$ cat config.mk
export PLATFORM = sky130hd
export DESIGN_NAME = gle_front
export DESIGN_NICKNAME = d
export VERILOG_FILES = /design/src/rtl/gle_pkg.sv /design/src/rtl/gle_front.sv
export SDC_FILE = /design/constraint.sdc
export NUM_CORES = 1
export LEC_CHECK = 0
export ABC_CLOCK_PERIOD_IN_PS = 1800
export BUFFER_PORTS_ARGS = -buffer_cell sky130_fd_sc_hd__buf_2
export CORE_UTILIZATION = 48
export CTS_BUF_LIST = sky130_fd_sc_hd__clkbuf_8
export DETAILED_ROUTE_END_ITERATION = 10
export PLACE_DENSITY = 0.78
export SYNTH_ARGS = -nofsm -noshare
export SYNTH_HDL_FRONTEND = slang
export SYNTH_SLANG_ARGS = --single-unit
$ cat constraint.sdc
create_clock -name i_clk -period 1.8 [get_ports i_clk]
set_clock_uncertainty 0.15 [all_clocks]
set_input_delay 0.18 -clock i_clk [delete_from_list [all_inputs] [get_ports i_clk]]
set_output_delay 0.18 -clock i_clk [all_outputs]
set_load 0.02 [all_outputs]
$ cat src/rtl/gle_pkg.sv
// shared types and constants of the gif lzw encoder
`timescale 1ns / 1ps

package gle_pkg;

    // dictionary geometry
    localparam int DICT_SIZE  = 4096;
    localparam int DICT_AW    = $clog2(DICT_SIZE);
    localparam int CODE_W     = 12;
    localparam int HASH_W     = 12;
    localparam int HASH_DEPTH = 1 << HASH_W;
    localparam int PIX_W      = 8;
    localparam int KEY_W      = CODE_W + PIX_W;
    localparam int ENTRY_W    = CODE_W + KEY_W;
    localparam int BYTE_W     = 8;
    localparam int SIZE_W     = 4;

    // code size limits
    localparam logic [SIZE_W-1:0] SIZE_MIN   = 4'd1;
    localparam logic [SIZE_W-1:0] SIZE_MAX   = 4'd8;
    localparam logic [SIZE_W-1:0] SIZE_RESET = 4'd8;

    // queue between front and back
    localparam int QUEUE_DEPTH = 2;
    localparam int QUEUE_AW    = $clog2(QUEUE_DEPTH);

    typedef struct packed {
        logic [7:0] pixel;
        logic       last_pixel;
    } t_in_item;

    typedef struct packed {
        logic [7:0] out_byte;
        logic       last_byte;
    } t_out_item;

    // request from the queue head to the back end
    typedef struct packed {
        logic     valid;
        t_in_item item;
    } t_queue_req;

endpackage

$ cat src/rtl/gle_front.sv
// front end: accepts pixel requests, masks the index, queues them for the back end
`timescale 1ns / 1ps

module gle_front (
    input  logic                         i_clk,
    input  logic                         i_rst_n,
    input  logic [gle_pkg::SIZE_W-1:0]   i_size,
    input  logic                         i_valid,
    output logic                         o_ready,
    input  gle_pkg::t_in_item            i_data,
    output gle_pkg::t_queue_req          o_q,
    input  logic                         i_pop
);

    gle_pkg::t_in_item                  r_mem [gle_pkg::QUEUE_DEPTH];
    logic [gle_pkg::QUEUE_AW-1:0]       r_wp, n_wp;
    logic [gle_pkg::QUEUE_AW-1:0]       r_rp, n_rp;
    logic [gle_pkg::QUEUE_AW:0]         r_cnt, n_cnt;
    logic                               w_push;
    logic [7:0]                         w_mask;
    gle_pkg::t_in_item                  w_item;

    // pixel mask from the code size
    assign w_mask = 8'((9'd1 << i_size) - 9'd1);

    always_comb begin
        w_item            = i_data;
        w_item.pixel      = i_data.pixel & w_mask;
    end

    assign o_ready = (r_cnt != (gle_pkg::QUEUE_AW+1)'(gle_pkg::QUEUE_DEPTH));
    assign w_push  = i_valid && o_ready;

    // queue pointers
    always_comb begin
        n_wp  = r_wp;
        n_rp  = r_rp;
        n_cnt = r_cnt;
        if (w_push) begin
            n_wp = r_wp + 1'b1;
        end
        if (i_pop) begin
            n_rp = r_rp + 1'b1;
        end
        if (w_push && !i_pop) begin
            n_cnt = r_cnt + 1'b1;
        end else if (!w_push && i_pop) begin
            n_cnt = r_cnt - 1'b1;
        end
    end

    always_ff @(posedge i_clk) begin
        if (!i_rst_n) begin
            r_wp  <= '0;
            r_rp  <= '0;
            r_cnt <= '0;
        end else begin
            r_wp  <= n_wp;
            r_rp  <= n_rp;
            r_cnt <= n_cnt;
        end
    end

    // queue storage
    always_ff @(posedge i_clk) begin
        if (w_push) begin
            r_mem[r_wp] <= w_item;
        end
    end

    assign o_q.valid = (r_cnt != '0);
    assign o_q.item  = r_mem[r_rp];

endmodule

==> metrics.md <==
| Metric | Value |
|---|---|
| Worst r2r src | r_cnt[0] |
| Maxcap violations | 0 |
| Detailed Route Iter0 Violations | 27 |
| Fill cell count | between 150 and 200 |
| Fin cells | approximately 140 |
| Routability cong. | 0.742 |
| Slew HR | 71.5% |
| I/O Buffers | 27 |
| Compound-Gate Fraction of Synth Area | 6.83% |
| Chip width | approximately 48 µm |
| Multiplexer share of the synthesized area | approximately 9.9% |
| R2R setup slack | between 0.08 and 0.09 ns |
| Core Region | 1980 µm² |
| Layout cell share with drive strength beyond 1 | 48.1% |
| Synth Area in XOR/XNOR | 3.41% |
| Placement Setup Slack | -0.0684 ns |
| Worst-path fanout max | 9 |
| Post-layout minimum cycle time | approximately 1.7 ns |
| Final wirelength | between 1.5 and 2 mm |
| Leakage Power | roughly 0.52 nW |
| Sequential standard cell area | about 640 µm² |
| Required time worst endpoint | approximately 1.5 ns |
| Nets | roughly 130 |
| Hold path cells | 3 |
| Die area | 2330 µm² |
| Total congestion overflow | 0 |
| Std-Cell Rows | 16 |
| Pre-antenna DRT Iters | 4 |
| Multi-input logic area | around 380 µm² |
| Via count | between 700 and 800 |
| Skew-Pair Late Insertion Delay | between 0.2 and 0.3 ns |
| Worst R2R Path Depth | 6 |
| Critical Path Sink Type | primary output |
| Initial Utilization | about half |
| Cell Area, Synth | approximately 1000 µm² |
| Number of antenna violations at the first check in global routing | 0 |
| Fmax | slightly below 600 MHz |
| Num CTS Buffers | 3 |
| Clock-pin transition on the worst setup and hold timing paths | 0.08 ns |
| Netlist cell types | 28 |
| Hpwl dp | between 1 and 1.5 mm |
| Status | completed |
| RSZ-0062 raised after global routing | no |
| Largest family of logic cells by synthesized area | simple AND/OR/NAND/NOR gates |
| H-tree levels | 1 |
| Max-slew violation count | 0 |
| Final setup violation count | 0 |
| Yosys warns | 0 |
| Clk sink count | 23 |
| Synth-to-Final Area Change | 25.6% |
| Syn_area_per_cell | about 14 µm² |
| Min-Delay Path Class | in2reg |
| Routed wire length per instance | between 10 and 15 µm |
| Clk buf depth | 2 |
| Min-Delay Startpoint | i_pop |
| Setup TNS | 0 ns |
| Largest net degree at the start of global routing | 14 |
| Worst setup SP type | flip-flop |
| GRT Total Usage | 16.7% |
| Kind of critical path | reg2out |
| I/O pins | 28 |
| Via density | between 5 and 6 |
| First-pass GRT wire length | approximately 2.6 mm |
| Die height | just under 50 µm |
| Arr. time, crit path | between 1 and 1.5 ns |
| PwrDens | between 1000 and 1500 nW/µm² |
| Hold Violations, Final | 0 |
| Root buffer cell | clkbuf_8 |
| Crit share post-route | a little over nine tenths |
| Dpl cells | 130 |
| Worst Max-Slew Pin Slew | roughly 0.43 ns |
| Synth Net Count | 93 |
| Synth Area in Adders | under 10% |
| R2R Path End | r_cnt[1] |
| TritonCTS clock tree | built |
| Postcts setup bufs | 0 |
| Register bit total from synthesis | 23 |
| VDD IR-drop max | 694 µV |
| Ant diodes | 0 |
| Power, Total | roughly 1.3 mW |
| Post-route ant nets | 0 |
| Final WS setup | just under 0.09 ns |
| Simple-gate portion of the synthesized area | between 10% and 20% |
| Synth Instances | 74 |
| DRC Markers | 0 |
| Number of global-route vias before repair | 632 |
| Seq/Total Area, Yosys | between 60% and 70% |
## state kept, by name, indices dropped and copies added, names as in the netlist, named ones only
register,count
r_cnt,2
r_mem,18
r_rp,1
r_wp,1
## final cells by class
class	instances	area share, %
clock inverters	1	0.388
well taps	27	2.62
clock buffers	3	3.20
repair buffers	32	13.6
multi-input cells	46	29.5
flip-flops and latches	23	49.8
inverters	3	0.874
## cells in the final DEF (no fill, tap or decap), types with 2 or more instances in the layout
cell      synthesis  layout
clkbuf_8          0       3
buf_2             1      27
edfxtp_1         18      18
o21a_1            3       3
nor2b_1           2       2
mux2_2            9       9
o21ai_0           2       2
inv_1             3       3
and2_1            3       3
buf_4             0       4
a21oi_1           4       4
xor2_1            3       3
dfxtp_1           5       4
nor2_1            4       4
## cells in the mapped netlist
cell type | instances | area share (%)
a21bo_2 | 1 | 0.98
a21oi_1 | 4 | 2.0
and2_1 | 3 | 1.8
and2_4 | 1 | 0.85
and3_1 | 1 | 0.61
buf_2 | 1 | 0.49
clkbuf_1 | 1 | 0.37
dfxtp_1 | 5 | 9.8
edfxtp_1 | 18 | 53
ha_1 | 2 | 2.4
inv_1 | 3 | 1.1
mux2_2 | 9 | 9.9
nand2b_1 | 1 | 0.61
nand3_1 | 1 | 0.49
nand3b_1 | 1 | 0.73
nor2_1 | 4 | 1.5
nor2b_1 | 2 | 1.2
nor3_1 | 1 | 0.49
nor4b_2 | 1 | 1.5
o211ai_1 | 1 | 0.73
o21a_1 | 3 | 2.2
o21ai_0 | 2 | 0.98
or2_2 | 1 | 0.61
or3_1 | 1 | 0.61
or4_4 | 1 | 1.1
or4b_1 | 1 | 0.98
xnor2_1 | 1 | 0.85
xor2_1 | 3 | 2.6
## worst max-delay path by stage
stage / cells after the start / start / end / slack (ns)
after floorplan: 5 / i_size[3] / r_mem[0][3] / 0.01
after global placement: 5 / i_size[2] / r_mem[0][3] / 0.001
after detailed placement: 6 / i_size[2] / r_mem[0][7] / -0.07
after CTS: 5 / r_cnt[0] / r_cnt[1] / 0.02
after global routing: 2 / flip-flop / o_q[7] / 0.02
final: 2 / flip-flop / o_q[7] / 0.09
## repair_timing
action                                  in CTS  in global routing
gates resized for setup                      0                  2
hold buffers                                 1                  0
endpoints found under the setup margin       0                  1
hold endpoints to repair                     2                  0
## per-layer routing
| layer | track usage, % | share of wire [%] | vias up | wire length (µm) |
|---|---|---|---|---|
| met1 | 19.0 | 41 | 336 | 769 |
| met2 | 29.6 | 53 | 25 | 992 |
| met3 | 3.33 | 3.8 | 2 | 71 |
| met5 | 0 | 0 | - | 0 |
| li1 | - | - | 339 | - |
| met4 | 8.33 | 1.3 | 0 | 24 |
## cells by family after synthesis
| family | count (synthesis) |
|---|---|
| compound gates | 11 |
| xor+xnor | 4 |
| fa+ha+maj | 2 |
| buf+inv | 5 |
| flops | 23 |
| mux | 9 |
| simple gates | 20 |
## through the flow
step / cell area [µm²] / hold WS, ns / utilization, %
2_1_floorplan: 1030 / 0.129 / -
3_3_place_gp: 1220 / 0.223 / 61.5
3_5_place_dp: 1220 / 0.234 / 61.5
4_1_cts: 1270 / 0.0508 / 64.3
5_1_grt: 1290 / 0.0633 / 65.0
6_report: 1290 / 0.0499 / 65.0
## critical path, stage by stage (launching register included)
cell	delay, ns
dfxtp_1	0.57
mux2_2	0.40
buf_2	0.16
## report_power, final
part	total (mW)	switching, mW	internal, mW
Sequential	0.675	0.0306	0.645
Combinational	0.305	0.168	0.137
Clock	0.312	0.158	0.154
Total	1.29	0.357	0.936
Note: power is estimated with default switching activity, not from simulation.
